**src/design/rfr_pkg.sv**
```systemverilog
// ----------------------------------------------------------------------------
// rfr_pkg
// Shared types, codes and the CRC-16/MODBUS fold for the RTU frame receiver.
// ----------------------------------------------------------------------------
`default_nettype none

package rfr_pkg;

  // request codes carried in req_type
  localparam logic REQ_BYTE = 1'b0;
  localparam logic REQ_TICK = 1'b1;

  // result kinds
  typedef enum logic [1:0] {
    KIND_NONE = 2'd0,
    KIND_BYTE = 2'd1,
    KIND_END  = 2'd2
  } rfr_kind_t;

  // configuration register indexes
  localparam logic CFG_GAP_TICKS   = 1'b0;
  localparam logic CFG_TRAILER_LEN = 1'b1;

  localparam logic [15:0] GAP_TICKS_RESET   = 16'd305;
  localparam logic [1:0]  TRAILER_LEN_RESET = 2'd0;

  localparam logic [15:0] CRC_INIT     = 16'hFFFF;
  localparam logic [15:0] CRC_POLY     = 16'hA001;
  localparam logic [15:0] SILENCE_MAX  = 16'hFFFF;
  localparam int          MIN_FRAME_LEN = 4;
  localparam int          CRC_HIST_DEPTH = 3;

  typedef struct packed {
    logic       req_type;
    logic [7:0] rx_byte;
  } rfr_in_t;

  typedef struct packed {
    rfr_kind_t  result_kind;
    logic [7:0] out_byte;
    logic       frame_ok;
    logic [8:0] frame_len;
    logic       overflow;
  } rfr_out_t;

  // control from the frame controller to the CRC unit
  typedef struct packed {
    logic fold;
    logic clear;
  } rfr_crc_ctrl_t;

  // fold one byte into a reflected CRC-16, one bit per step
  function automatic logic [15:0] crc16_fold(input logic [15:0] crc_in,
                                             input logic [7:0]  data);
    logic [15:0] crc;
    crc = crc_in ^ {8'h00, data};
    for (int i = 0; i < 8; i++) begin
      if (crc[0]) begin
        crc = (crc >> 1) ^ CRC_POLY;
      end else begin
        crc = crc >> 1;
      end
    end
    return crc;
  endfunction

endpackage

`default_nettype wire

```
**src/design/rfr_crc_unit.sv**
```systemverilog
// ----------------------------------------------------------------------------
// rfr_crc_unit
// Running CRC-16/MODBUS with the values held before the last three bytes.
// ----------------------------------------------------------------------------
`default_nettype none

module rfr_crc_unit (
  input  wire logic                   clk,
  input  wire logic                   rst,
  input  wire rfr_pkg::rfr_crc_ctrl_t ctrl,
  input  wire logic [7:0]             data,
  input  wire logic [1:0]             trailer_len,
  output logic [15:0]                 crc_part
);
  import rfr_pkg::*;

  logic [15:0] crc_accum;
  logic [15:0] crc_history [CRC_HIST_DEPTH];

  // fold a byte and shift the history, or restart on frame end
  always_ff @(posedge clk) begin
    if (rst || ctrl.clear) begin
      crc_accum <= CRC_INIT;
      for (int k = 0; k < CRC_HIST_DEPTH; k++) begin
        crc_history[k] <= CRC_INIT;
      end
    end else if (ctrl.fold) begin
      crc_accum      <= crc16_fold(crc_accum, data);
      crc_history[0] <= crc_accum;
      for (int k = 1; k < CRC_HIST_DEPTH; k++) begin
        crc_history[k] <= crc_history[k-1];
      end
    end
  end

  // pick the CRC that covers the frame without its trailer
  always_comb begin
    unique case (trailer_len)
      2'd0:    crc_part = crc_accum;
      2'd1:    crc_part = crc_history[0];
      2'd2:    crc_part = crc_history[1];
      default: crc_part = crc_history[2];
    endcase
  end

endmodule

`default_nettype wire

```
**src/design/rfr_frame_ctrl.sv**
```systemverilog
// ----------------------------------------------------------------------------
// rfr_frame_ctrl
// Byte counting, silence timing and frame check for one transaction a cycle while step is high.
// ----------------------------------------------------------------------------
`default_nettype none

module rfr_frame_ctrl #(
  parameter int MAX_FRAME = 256
) (
  input  wire logic                   clk,
  input  wire logic                   rst,
  input  wire logic                   step,
  input  wire rfr_pkg::rfr_in_t       item,
  input  wire logic [15:0]            gap_ticks,
  input  wire logic [1:0]             trailer_len,
  input  wire logic [15:0]            crc_part,
  output rfr_pkg::rfr_crc_ctrl_t      crc_ctrl,
  output rfr_pkg::rfr_out_t           result
);
  import rfr_pkg::*;

  localparam int CW = $clog2(MAX_FRAME + 1);

  logic [CW-1:0] byte_count, byte_count_next;
  logic [15:0]   silence_count, silence_count_next;
  logic          frame_open, frame_open_next;
  logic          overflow_seen, overflow_seen_next;

  logic [15:0]   silence_inc;
  logic [CW:0]   payload_len;
  logic [CW+8:0] count_ext;

  // state registers
  always_ff @(posedge clk) begin
    if (rst) begin
      byte_count    <= '0;
      silence_count <= '0;
      frame_open    <= 1'b0;
      overflow_seen <= 1'b0;
    end else if (step) begin
      byte_count    <= byte_count_next;
      silence_count <= silence_count_next;
      frame_open    <= frame_open_next;
      overflow_seen <= overflow_seen_next;
    end
  end

  assign silence_inc = (silence_count == SILENCE_MAX) ? silence_count
                                                      : silence_count + 16'd1;
  assign payload_len = {1'b0, byte_count} - {{(CW - 1){1'b0}}, trailer_len};
  assign count_ext   = {9'd0, byte_count};

  // next state and result for the transaction in hand
  always_comb begin
    byte_count_next    = byte_count;
    silence_count_next = silence_count;
    frame_open_next    = frame_open;
    overflow_seen_next = overflow_seen;
    crc_ctrl           = '0;
    result             = '0;
    result.result_kind = KIND_NONE;

    if (item.req_type == REQ_BYTE) begin
      frame_open_next    = 1'b1;
      silence_count_next = '0;
      if ({1'b0, byte_count} >= (CW + 1)'(MAX_FRAME)) begin
        // drop the byte and flag the frame
        overflow_seen_next = 1'b1;
      end else begin
        crc_ctrl.fold      = step;
        byte_count_next    = byte_count + CW'(1);
        result.result_kind = KIND_BYTE;
        result.out_byte    = item.rx_byte;
      end
    end else if (frame_open) begin
      silence_count_next = silence_inc;
      if (silence_inc > gap_ticks) begin
        // end the frame and report it
        result.result_kind = KIND_END;
        result.frame_ok    = !payload_len[CW] &&
                             (payload_len[CW-1:0] >= CW'(MIN_FRAME_LEN)) &&
                             (crc_part == 16'd0) && !overflow_seen;
        result.frame_len   = count_ext[8:0];
        result.overflow    = overflow_seen;
        crc_ctrl.clear     = step;
        byte_count_next    = '0;
        silence_count_next = '0;
        frame_open_next    = 1'b0;
        overflow_seen_next = 1'b0;
      end
    end
  end

endmodule

`default_nettype wire

```
**src/design/rtu_frame_receiver_crc_check.sv**
```systemverilog
// A transaction is held in the input register, then its result in the result register.
// Throughput: one transaction per cycle unless the result stalls; the CRC fold of
// one byte is a single table-free 8-step bit loop from input to CRC register.
// Reset (synchronous, rst high): pipeline empty, CRC 0xFFFF, counters zero,
// no frame open, gap_ticks 305, trailer_len 0. No clearing pass is needed.
// ----------------------------------------------------------------------------
// rtu_frame_receiver_crc_check
// Modbus RTU frame receiver with CRC-16/MODBUS check and silence timeout.
// ----------------------------------------------------------------------------
`default_nettype none

module rtu_frame_receiver_crc_check #(
  parameter int MAX_FRAME = 256
) (
  input  wire logic              clk,
  input  wire logic              rst,
  input  wire logic              req_valid,
  output logic                   req_ready,
  input  wire rfr_pkg::rfr_in_t  req,
  output logic                   res_valid,
  input  wire logic              res_ready,
  output rfr_pkg::rfr_out_t      res,
  input  wire logic              cfg_we,
  input  wire logic              cfg_addr,
  input  wire logic [15:0]       cfg_data
);
  import rfr_pkg::*;

  logic          s1_valid;
  rfr_in_t       s1_data;
  logic          res_load;
  logic          s1_advance;
  logic [15:0]   gap_ticks;
  logic [1:0]    trailer_len;
  logic [15:0]   crc_part;
  rfr_crc_ctrl_t crc_ctrl;
  rfr_out_t      result;

  assign res_load   = !res_valid || res_ready;
  assign s1_advance = s1_valid && res_load;
  assign req_ready  = !s1_valid || res_load;

  // configuration registers
  always_ff @(posedge clk) begin
    if (rst) begin
      gap_ticks   <= GAP_TICKS_RESET;
      trailer_len <= TRAILER_LEN_RESET;
    end else if (cfg_we) begin
      unique case (cfg_addr)
        CFG_GAP_TICKS:   gap_ticks   <= cfg_data;
        CFG_TRAILER_LEN: trailer_len <= cfg_data[1:0];
        default:         ;
      endcase
    end
  end

  // input register: take a transaction whenever the stage can move on
  always_ff @(posedge clk) begin
    if (rst) begin
      s1_valid <= 1'b0;
    end else if (req_ready) begin
      s1_valid <= req_valid;
    end
  end

  always_ff @(posedge clk) begin
    if (req_valid && req_ready) begin
      s1_data <= req;
    end
  end

  rfr_crc_unit u_crc (
    .clk         (clk),
    .rst         (rst),
    .ctrl        (crc_ctrl),
    .data        (s1_data.rx_byte),
    .trailer_len (trailer_len),
    .crc_part    (crc_part)
  );

  rfr_frame_ctrl #(
    .MAX_FRAME (MAX_FRAME)
  ) u_ctrl (
    .clk         (clk),
    .rst         (rst),
    .step        (s1_advance),
    .item        (s1_data),
    .gap_ticks   (gap_ticks),
    .trailer_len (trailer_len),
    .crc_part    (crc_part),
    .crc_ctrl    (crc_ctrl),
    .result      (result)
  );

  // result register: hold until taken
  always_ff @(posedge clk) begin
    if (rst) begin
      res_valid <= 1'b0;
    end else if (res_load) begin
      res_valid <= s1_valid;
    end
  end

  always_ff @(posedge clk) begin
    if (s1_advance) begin
      res <= result;
    end
  end

  // a good frame never carries overflow and has room for address, code and CRC
  a_good_frame: assert property (@(posedge clk) disable iff (rst)
    res_valid && (res.result_kind == KIND_END) && res.frame_ok
      |-> !res.overflow && (res.frame_len >= 9'd4))
    else $error("good frame with overflow or short length");

  // a non-byte result always has a zero data byte
  a_byte_zero: assert property (@(posedge clk) disable iff (rst)
    res_valid && (res.result_kind != KIND_BYTE) |-> (res.out_byte == 8'd0))
    else $error("data byte set on a non-byte result");

  // input stalls only behind a stalled result
  a_stall_cause: assert property (@(posedge clk) disable iff (rst)
    !req_ready |-> res_valid && !res_ready && s1_valid)
    else $error("input stalled without output backpressure");

  // pipeline is empty right after reset
  a_reset_empty: assert property (@(posedge clk)
    $past(rst) |-> !res_valid && req_ready)
    else $error("pipeline not empty after reset");

endmodule

`default_nettype wire

```
**config.mk**
```make
export PLATFORM = sky130hd
export DESIGN_NAME = rtu_frame_receiver_crc_check
export DESIGN_NICKNAME = d
export VERILOG_FILES = /design/src/design/rfr_pkg.sv /design/src/design/rfr_crc_unit.sv /design/src/design/rfr_frame_ctrl.sv /design/src/design/rtu_frame_receiver_crc_check.sv
export SDC_FILE = /design/constraint.sdc
export NUM_CORES = 1
export LEC_CHECK = 0
export BUFFER_PORTS_ARGS = -buffer_cell sky130_fd_sc_hd__buf_2
export CORE_ASPECT_RATIO = 1.1
export CORE_MARGIN = 1
export CORE_UTILIZATION = 40
export CTS_CLUSTER_DIAMETER = 50
export DETAILED_ROUTE_END_ITERATION = 10
export GPL_TIMING_DRIVEN = 0
export SLEW_MARGIN = 10
export SYNTH_ARGS = -nofsm -noshare
export SYNTH_HDL_FRONTEND = slang
export SYNTH_HIERARCHICAL = 1
export SYNTH_SLANG_ARGS = --single-unit
```
**constraint.sdc**
```tcl
create_clock -name clk -period 6.2 [get_ports clk]
set_input_delay 0.93 -clock clk [delete_from_list [all_inputs] [get_ports clk]]
set_output_delay 0.93 -clock clk [all_outputs]
set_load 0.05 [all_outputs]
```
==> results of run 1 <==
-- power groups by stage --
stage	Sequential, mW	Clock [mW]	Combinational (mW)
6_report	1.03	1.01	0.187
5_1_grt	1.03	1.07	0.204
4_1_cts	1.03	1.03	0.188
3_5_place_dp	1.05	0	0.187
3_3_place_gp	1.05	0	0.181
2_1_floorplan	1.06	0	0.115
-- stage by stage --
stage	hold WS, ps	total power [mW]
floorplan	431.6	1.177
global route	498.7	2.302
CTS	476.9	2.245
global placement	445.1	1.227
finish	469.8	2.222
detailed placement	469.0	1.232
-- cell families after synthesis --
| kind of cell | count (synthesis) | synth area share [%] |
|---|---|---|
| AOI/OAI and AO/OA | 88 | 8.837 |
| adders and majority gates | 21 | 3.818 |
| and+or+nand+nor | 249 | 20.64 |
| buffers and inverters | 64 | 4.206 |
| xor gates and xnor gates | 27 | 3.552 |
| muxes | 36 | 8.042 |
| DFF | 141 | 50.90 |
-- cell usage after synthesis (all sizes together) (3+ instances only) --
master / n
edfxtp: 78
dfxtp: 63
nand2b: 63
nand2: 40
nor2: 34
inv: 31
o21ai: 30
a21oi: 21
xnor2: 21
ha: 20
and2: 19
clkbuf: 18
nor3: 18
mux2i: 16
mux4: 16
nand3: 16
buf: 15
nand4: 11
nand4bb: 11
nor4: 9
a32oi: 7
and3: 6
xor2: 5
a31oi: 4
mux2: 4
o31ai: 4
nand4b: 3
nor2b: 3
nor3b: 3
o211ai: 3
or3: 3
or4: 3
-- placed cells by master (no fill, tap or decap), types with 8 or more instances in the layout --
cell type / instances
buf_2: 62
edfxtp_1: 78
nand3_1: 15
and2_1: 19
nor3_1: 17
dfxtp_1: 63
nor4_1: 8
a21oi_1: 21
o21ai_0: 13
inv_1: 31
mux2i_1: 16
nand2_1: 40
nand4bb_1: 11
nand2b_1: 62
nand4_1: 10
clkbuf_1: 21
mux4_2: 15
clkbuf_16: 17
xnor2_1: 21
ha_1: 20
o21ai_2: 10
nor2_1: 34
-- flip-flops by register name, indices dropped and copies added, names as in the netlist --
| register | count |
|---|---|
| gap_ticks | 16 |
| res | 21 |
| res_valid | 1 |
| s1_data | 9 |
| s1_valid | 1 |
| trailer_len | 2 |
| u_crc/crc_accum | 16 |
| u_crc/crc_history | 48 |
| u_ctrl/byte_count | 9 |
| u_ctrl/frame_open | 1 |
| u_ctrl/overflow_seen | 1 |
| u_ctrl/silence_count | 16 |
-- layout make-up --
type                    count  share of cell area [%]
well taps                 234                   3.549
clock inverters             9                   1.365
repair buffers             54                   3.458
plain buffers              33                   2.199
inverters                  31                   1.411
clock buffers              23                   5.794
multi-input cells         421                   38.54
flip-flops and latches    141                   43.68
-- worst min path at each step --
stage	start	end	slack, ps
floorplan	s1_valid	res_valid	430
global placement	s1_valid	res_valid	450
detailed placement	s1_valid	res_valid	470
CTS	s1_valid	res_valid	480
global route	gap_ticks[6]	gap_ticks[6]	500
finish	s1_valid	res_valid	470
-- worst min-delay path, cell delays in order, from the launching register on --
cell and delay, ps:
dfxtp_1 320, inv_1 50, a21oi_1 50
-- metal layers --
| layer | wire length, um | GRT usage, % | part of all wire, % |
|---|---|---|---|
| met1 | 7126 | 24.47 | 44 |
| met2 | 7780 | 31.35 | 49 |
| met3 | 862 | 4.600 | 5.4 |
| met4 | 251 | 5.944 | 1.6 |
| met5 | 0 | 0 | 0 |
==> results.sh, run 1 <==
export IMPL_synth_sequential_area_ratio_pct=50.90
export IMPL_cts_buffers_inserted=17
export IMPL_worst_skew_pair_late_latency_ps=420
export IMPL_yosys_top_cells_area="edfxtp_1 33%, dfxtp_1 18%, nand2b_1 5.5%, mux4_2 4.8%, ha_1 3.5%"
export IMPL_instances_no_fill=946
export IMPL_finalSetupViolCount=0
export IMPL_drt_antenna_violating_nets=0
export IMPL_iteration_count_of_the_initial_detailed_routing_pass=5
export IMPL_net_count_of_the_finished_layout=751
export IMPL_post_route_drc_count=0
export IMPL_power_share_clock_pct=45.5
export IMPL_worst_setup_path_startpoint="u_ctrl/silence_count[3]"
export IMPL_ir_drop_mv=0.1780
export IMPL_htree_levels=4
export IMPL_p_int_mw=1.705
export IMPL_finalWirelength_um=16020
export IMPL_antenna_found_initial=0
export IMPL_drive_gt1_share_pct=19.80
export IMPL_worst_r2r_endpoint="u_crc/crc_accum[14]"
export IMPL_detailedRoute_firstIterationViolations=432
export IMPL_worst_path_max_delay_cell="o31ai_1"
export IMPL_numPortBuffers=53
export IMPL_worst_setup_path_endpoint="u_crc/crc_accum[14]"
export IMPL_min_period_ps=5449
export IMPL_r2r_worst_path_cells=18
export IMPL_detail_route_wl_per_cell_um=16.93
export IMPL_cpLargestDelayFamily="simple AND/OR/NAND/NOR gates"
export IMPL_regArea_um2=3603
export IMPL_critical_path_peak_fanout=10
export IMPL_synth_cell_area_um2=7079
export IMPL_area_delta_synth_final_pct=16.53
export IMPL_p_sw_uw=517.5
export IMPL_synth_async_reset_ratio_pct=0
export IMPL_hold_path_class="reg2reg"
export IMPL_placement_rows=50
export IMPL_multi_input_gate_area_in_the_final_layout_um2=3179
export IMPL_antenna_diode_count=0
export IMPL_cts_sinks=141
export IMPL_global_route_usage_total_pct=18.99
export IMPL_syn_mean_instance_area_um2=11.31
export IMPL_critical_path_startpoint_type="flip-flop"
export IMPL_setup_tns_final_ps=0
export IMPL_cts_hold_buffers_added=0
export IMPL_max_stage_delay_ps=620
export IMPL_synth_edff_count=78
export IMPL_fmax_mhz=183.5
export IMPL_synth_seq_cells=141
export IMPL_unrepaired_setup_endpoints_after_global_routing="no"
export IMPL_pwr_share_comb_pct=8.4
export IMPL_timing_worst_setup_path_type="reg2reg"
export IMPL_worstHoldPathCells=2
export IMPL_cp_required_ps=6510
export IMPL_hold_viol=0
export IMPL_rr_startpoint="u_ctrl/silence_count[3]"
export IMPL_synth_largest_type_area_fraction_pct=33.09
export IMPL_slew_viol_final=0
export IMPL_worst_slew_pin_transition_ps=1083
export IMPL_synthesis_nets=678
export IMPL_synth_main_ff_cell="edfxtp_1"
export IMPL_critical_path_endpoint_type="flip-flop"
export IMPL_skew_ps=9.762
export IMPL_synth_yosys_warnings=6
export IMPL_pin_count_of_the_biggest_net_entering_global_routing=31
export IMPL_tritoncts="done"
export IMPL_max_cap_violations=0
export IMPL_post_place_cells=914
export IMPL_ctsRootBufferMaster="clkbuf_16"
export IMPL_place_gp_congestion=0.8751
export IMPL_share_seq_of_total_power_pct=46.1
export IMPL_width_of_the_die_um=128.8
export IMPL_reg2reg_slack_ps=750
export IMPL_critical_path_buf_inv_count=3
export IMPL_grt_pass1_vias=4997
export IMPL_first_pass_grt_wire_length_um=26290
export IMPL_core_um2=17140
export IMPL_post_synth_num_cell_types=68
export IMPL_final_period_utilization_pct=87.89
export IMPL_dp_worst_setup_slack_ps=842.8
export IMPL_start_util_pct=41.30
export IMPL_layout_filler_cell_count=1617
export IMPL_slew_limit_headroom_pct=27.78
export IMPL_synthesis_instances=626
export IMPL_cts_resized=0
export IMPL_cts_max_path_buffers=2
export IMPL_placed_area_um2=7659
export IMPL_die_ar_um2=18230
export IMPL_cp_arrival_ps=5760
export IMPL_netSwitchingFraction_pct=23.28
export IMPL_postLayoutCoreUtil_pct=48.12
export IMPL_dp_hpwl_um=11610
export IMPL_via_density_per_instance=5.298
export IMPL_post_cts_buffers=0
export IMPL_path_cells="and4_1 > nand4_1 > o31ai_1 > nor2_1 > xor2_1 > ha_1 > nand2_1 > nor3_1 > a2111o_1 > o31ai_4 > buf_2 > nor2_1 > nor2_1 > and2_1 > clkbuf_1 > clkbuf_1 > nor3b_1 > nor3_2"
export IMPL_grt_overflow=0
export IMPL_fp_dieH_um=141.5
export IMPL_io_pin_count=54
export IMPL_synth_top_area_cell="edfxtp_1"
export IMPL_outcome="finished clean"
export IMPL_route_vias_total=5012
export IMPL_cp_common_cell="nor2_1"
export IMPL_finalWorstSetupSlack_ps=750.7
export IMPL_power_density_nw_per_um2=269.4
export IMPL_stages_on_the_worst_setup_path=18
export IMPL_leakage_nw=2.731
export IMPL_cts_clk_slew_worst_paths_ps=60
export IMPL_stdcell_area_um2=8249
(Power assumes the default switching activity.)
==> run 2, diff against run 1 <==
--- a/config.mk
+++ b/config.mk
@@ -12,6 +12,8 @@
 export CTS_CLUSTER_DIAMETER = 50
 export DETAILED_ROUTE_END_ITERATION = 10
 export GPL_TIMING_DRIVEN = 0
+export PLACE_DENSITY_LB_ADDON = 0.12
+export SKIP_CTS_REPAIR_TIMING = 1
 export SLEW_MARGIN = 10
 export SYNTH_ARGS = -nofsm -noshare
 export SYNTH_HDL_FRONTEND = slang
==> run 2 against run 1 <==
Against the previous run:
- global-route usage is 0.11 points lower
- clock skew increased by 1.2 ps
- clock power is essentially flat
- total power up 0.84%
- die area is the same
- fmax down 0.92%
- hold slack gained 5.9 ps
- non-clock buffer count stayed put
- sequential power about the same
- critical path type unchanged
- largest cell class unchanged
- largest power group unchanged
==> results.sh, run 2 (synthesized netlist as in run 1, its figures left out) <==
export IMPL_via_density_per_instance=5.283
export IMPL_hold_viol=0
export IMPL_detail_route_wl_per_cell_um=17.07
export IMPL_cts_sinks=141
export IMPL_ir_drop_mv=0.1781
export IMPL_cts_buffers_inserted=17
export IMPL_cts_clk_slew_worst_paths_ps=60
export IMPL_area_delta_synth_final_pct=16.65
export IMPL_net_count_of_the_finished_layout=751
export IMPL_slew_limit_headroom_pct=26.47
export IMPL_power_mw=2.241
export IMPL_power_density_nw_per_um2=271.4
export IMPL_placement_rows=50
export IMPL_worst_slew_pin_transition_ps=1103
export IMPL_layout_common_cells="78 x edfxtp_1, 63 x dfxtp_1, 62 x nand2b_1, 62 x buf_2, 40 x nand2_1"
export IMPL_numPortBuffers=53
export IMPL_place_gp_congestion=0.8373
export IMPL_slew_viol_final=0
export IMPL_cts_max_path_buffers=2
export IMPL_dp_hpwl_um=11490
export IMPL_start_util_pct=41.30
export IMPL_fmax_mhz=181.8
export IMPL_critical_path_peak_fanout=10
export IMPL_cp_arrival_ps=5800
export IMPL_tritoncts="done"
export IMPL_width_of_the_die_um=128.8
export IMPL_dp_worst_setup_slack_ps=799.1
export IMPL_cp_required_ps=6500
export IMPL_grt_overflow=0
export IMPL_finalWirelength_um=16150
export IMPL_hold_path_class="reg2reg"
export IMPL_max_cap_violations=0
export IMPL_htree_levels=4
export IMPL_finalSetupViolCount=0
export IMPL_most_common_cell_after_layout_fill_and_taps_aside="edfxtp_1"
export IMPL_fp_dieH_um=141.5
export IMPL_finalWorstSetupSlack_ps=700.1
export IMPL_setup_tns_final_ps=0
export IMPL_ctsRootBufferMaster="clkbuf_16"
export IMPL_post_route_drc_count=0
export IMPL_final_period_utilization_pct=88.71
export IMPL_die_ar_um2=18230
export IMPL_route_vias_total=4998
export IMPL_drt_antenna_violating_nets=0
export IMPL_skew_ps=11.00
export IMPL_min_period_ps=5500
export IMPL_drive_gt1_share_pct=19.94
export IMPL_antenna_found_initial=0
export IMPL_worst_skew_pair_late_latency_ps=420
export IMPL_critical_path_startpoint_type="flip-flop"
export IMPL_iteration_count_of_the_initial_detailed_routing_pass=5
export IMPL_antenna_diode_count=0
export IMPL_pin_count_of_the_biggest_net_entering_global_routing=34
export IMPL_outcome="finished clean"
export IMPL_leakage_nw=2.733
export IMPL_first_pass_grt_wire_length_um=26080
export IMPL_io_pin_count=54
export IMPL_biggestRegsByFlops="u_crc/crc_history (48), res (21)"
export IMPL_layout_filler_cell_count=1632
export IMPL_critical_path_endpoint_type="flip-flop"
export IMPL_largest_register="u_crc/crc_history"
export IMPL_global_route_usage_total_pct=18.87
export IMPL_largest_reg_flops=48
export IMPL_unrepaired_setup_endpoints_after_global_routing="no"
export IMPL_timing_worst_setup_path_type="reg2reg"
export IMPL_detailedRoute_firstIterationViolations=354
export IMPL_core_um2=17140
export IMPL_grt_pass1_vias=4982
run 2: final cells by class:
class | instances | area, um^2 | area share [%]
flip-flops and latches | 141 | 3603 | 43.64
clock inverters | 8 | 107.6 | 1.303
inverters | 31 | 116.4 | 1.409
well taps | 234 | 292.8 | 3.545
plain buffers | 33 | 181.4 | 2.197
repair buffers | 54 | 285.3 | 3.455
multi-input cells | 421 | 3179 | 38.50
clock buffers | 24 | 491.7 | 5.955
run 2: metrics by stage:
| stage | cells | area (um^2) | utilization, % | hold slack [ps] |
|---|---|---|---|---|
| 2_1_floorplan | 626 | 7079 | - | 431.6 |
| 3_3_place_gp | 913 | 7637 | 44.55 | 445.3 |
| 3_5_place_dp | 914 | 7659 | 44.68 | 466.1 |
| 4_1_cts | 946 | 8258 | 48.18 | 476.3 |
| 5_1_grt | 946 | 8258 | 48.18 | 487.7 |
| 6_report | 946 | 8258 | 48.18 | 475.7 |
run 2: worst max-delay path, stage by stage, from the launching register on:
cell and delay, ps:
dfxtp_1 450, and4_1 280, nand4_1 160, o31ai_1 650
nor2_1 180, xor2_1 250, ha_1 290, nand2_1 130
nor3_1 70, a2111o_1 500, o31ai_4 370, buf_2 290
nor2_1 140, nor2_1 380, and2_1 190, clkbuf_1 220
clkbuf_1 470, nor3b_1 300, nor3_2 70
run 2: final timing paths:
check	from	endpoint	slack [ps]	depth (start not counted)
hold reg to reg	gap_ticks[6]	gap_ticks[6]	480	2
setup reg to reg	u_ctrl/silence_count[3]	u_crc/crc_accum[14]	700	18
hold / removal	gap_ticks[6]	gap_ticks[6]	480	2
setup / recovery	u_ctrl/silence_count[3]	u_crc/crc_accum[14]	700	18
run 2: per-layer routing:
| layer | GRT usage (%) | up-vias | part of all wire, % |
|---|---|---|---|
| met5 | 0 | - | 0 |
| met4 | 6.440 | 0 | 1.1 |
| met3 | 3.846 | 13 | 2.8 |
| met2 | 31.35 | 94 | 49 |
| met1 | 24.43 | 2467 | 47 |
| li1 | - | 2424 | - |
run 2: report_power, final:
group	switching, mW	internal (mW)
clock	0.390	0.637
sequential	0.0167	1.01
combinational	0.117	0.0717
==> run 3, diff against run 2 <==
--- a/config.mk
+++ b/config.mk
@@ -13,6 +13,7 @@
 export DETAILED_ROUTE_END_ITERATION = 10
 export GPL_TIMING_DRIVEN = 0
 export PLACE_DENSITY_LB_ADDON = 0.12
+export REMOVE_ABC_BUFFERS = 1
 export SKIP_CTS_REPAIR_TIMING = 1
 export SLEW_MARGIN = 10
 export SYNTH_ARGS = -nofsm -noshare
==> run 3 against run 2 <==
Against the previous run:
- hold slack got worse by 14 ps
- utilization decreased by 0.59 points
- critical endpoint unchanged
- clock skew increased by 5.8 ps
==> results.sh, run 3 (synthesized netlist as in run 1, its figures left out) <==
export IMPL_first_pass_grt_wire_length_um=24780
export IMPL_finalSetupViolCount=0
export IMPL_biggestRegsByFlops="u_crc/crc_history (48), res (21)"
export IMPL_tritoncts="done"
export IMPL_critical_path_startpoint_type="flip-flop"
export IMPL_cp_common_cell="nor2_1"
export IMPL_width_of_the_die_um=128.8
export IMPL_skew_ps=16.80
export IMPL_hold_end="res_valid"
export IMPL_worst_skew_pair_late_latency_ps=420
export IMPL_route_vias_total=4829
export IMPL_cts_buffers_inserted=17
export IMPL_placed_area_um2=7527
export IMPL_most_common_cell_after_layout_fill_and_taps_aside="edfxtp_1"
export IMPL_layout_common_cells="78 x edfxtp_1, 62 x nand2b_1, 62 x dfxtp_1, 53 x buf_2, 40 x nand2_1"
export IMPL_cp_required_ps=6510
export IMPL_fp_dieH_um=141.5
export IMPL_stdcell_area_um2=8157
export IMPL_max_stage_delay_ps=670
export IMPL_largest_register="u_crc/crc_history"
export IMPL_power_density_nw_per_um2=271.9
export IMPL_grt_pass1_vias=4829
export IMPL_cts_max_path_buffers=2
export IMPL_reg2reg_slack_ps=590
export IMPL_antenna_diode_count=0
export IMPL_r2r_worst_path_cells=16
export IMPL_finalWorstSetupSlack_ps=590.1
export IMPL_grt_overflow=0
export IMPL_detailedRoute_firstIterationViolations=362
export IMPL_slew_limit_headroom_pct=29.06
export IMPL_via_density_per_instance=5.266
export IMPL_cts_sinks=141
export IMPL_hold_path_class="reg2reg"
export IMPL_worst_path_max_delay_cell="o31ai_4"
export IMPL_slew_viol_final=0
export IMPL_worst_slew_pin_transition_ps=1053
export IMPL_area_delta_synth_final_pct=15.22
export IMPL_unrepaired_setup_endpoints_after_global_routing="no"
export IMPL_hold_viol=0
export IMPL_ir_drop_mv=0.1948
export IMPL_post_place_cells=884
export IMPL_rr_startpoint="u_ctrl/silence_count[3]"
export IMPL_max_cap_violations=0
export IMPL_worst_r2r_endpoint="u_crc/crc_accum[14]"
export IMPL_drt_antenna_violating_nets=0
export IMPL_post_route_drc_count=0
export IMPL_largest_reg_flops=48
export IMPL_pin_count_of_the_biggest_net_entering_global_routing=61
export IMPL_placement_rows=50
export IMPL_place_gp_congestion=0.8048
export IMPL_cpLargestDelayFamily="simple AND/OR/NAND/NOR gates"
export IMPL_global_route_usage_total_pct=17.65
export IMPL_iteration_count_of_the_initial_detailed_routing_pass=4
export IMPL_cp_arrival_ps=5920
export IMPL_timing_worst_setup_path_type="reg2reg"
export IMPL_fmax_mhz=178.3
export IMPL_dp_worst_setup_slack_ps=-205.1
export IMPL_core_um2=17140
export IMPL_final_period_utilization_pct=90.48
export IMPL_detail_route_wl_per_cell_um=16.11
export IMPL_critical_path_endpoint_type="flip-flop"
export IMPL_instances_no_fill=917
export IMPL_finalWirelength_um=14770
export IMPL_io_pin_count=54
export IMPL_start_util_pct=41.30
export IMPL_critical_path_peak_fanout=28
export IMPL_cts_clk_slew_worst_paths_ps=60
export IMPL_min_period_ps=5610
export IMPL_path_cells="and4_1 > nand4_1 > o31ai_1 > nor2_1 > xor2_1 > ha_1 > a21oi_1 > o21ai_0 > a2111o_1 > o31ai_4 > nor2_1 > nor2_2 > and2_2 > buf_16 > nor3b_1 > nor3_2"
export IMPL_dp_hpwl_um=10230
export IMPL_critical_path_buf_inv_count=1
export IMPL_setup_tns_final_ps=0
export IMPL_worstHoldPathCells=2
export IMPL_outcome="finished clean"
export IMPL_leakage_nw=2.681
export IMPL_die_ar_um2=18230
export IMPL_net_count_of_the_finished_layout=722
export IMPL_numPortBuffers=53
export IMPL_ctsRootBufferMaster="clkbuf_16"
export IMPL_drive_gt1_share_pct=20.35
export IMPL_hold_path_startpoint="s1_valid"
export IMPL_antenna_found_initial=0
export IMPL_htree_levels=4
## run 3: cell type report
type	instances	area, um^2
sequential	141	3605
inverter	31	116.4
tap	234	292.8
multi-input combinational	421	3198
timing repair buffer	58	355.3
clock buffer	22	475.5
clock inverter	10	113.9
fill	1592	8985
## run 3: worst reg2reg max path, delay by kind of cell, from the launching register on
kind                       cells  cell delay (ps)
AOI/OAI and AO/OA              5             1990
xor gates and xnor gates       1              190
adders and majority gates      1              320
buffers and inverters          1              230
DFF                            1              440
and+or+nand+nor                8             2330
## run 3: where the power goes
part | internal (mW) | switching, mW
sequential | 1.01 | 0.0198
clock | 0.625 | 0.389
combinational | 0.0677 | 0.107
## run 3: worst max-delay path by stage
| stage | to | startpoint | slack, ps | cells after the start |
|---|---|---|---|---|
| 6_report | u_crc/crc_accum[14] | u_ctrl/silence_count[3] | 590 | 16 |
| 2_1_floorplan | u_crc/crc_accum[14] | u_ctrl/silence_count[3] | 850 | 15 |
| 3_5_place_dp | u_crc/crc_accum[14] | u_ctrl/silence_count[3] | -210 | 16 |
| 3_3_place_gp | u_crc/crc_accum[14] | u_ctrl/silence_count[3] | -840 | 15 |
| 5_1_grt | u_crc/crc_accum[14] | u_ctrl/silence_count[3] | 80 | 16 |
| 4_1_cts | u_crc/crc_accum[14] | u_ctrl/silence_count[3] | -200 | 16 |
## run 3: routing by layer
layer  part of all wire [%]  up-vias  track usage (%)
li1                       -     2364                -
met1                     47     2378            22.90
met2                     49       73            28.99
met3                    3.2       14            3.997
met4                    1.0        0            5.944
met5                      0        -                0
## run 3: through the flow
| step | hold WS (ps) | power [mW] | utilization [%] |
|---|---|---|---|
| 2_1_floorplan | 428.1 | 1.166 | - |
| 3_3_place_gp | 442.7 | 1.217 | 43.50 |
| 3_5_place_dp | 461.8 | 1.225 | 43.91 |
| 4_1_cts | 474.3 | 2.244 | 47.35 |
| 5_1_grt | 487.0 | 2.303 | 47.58 |
| 6_report | 461.8 | 2.218 | 47.58 |
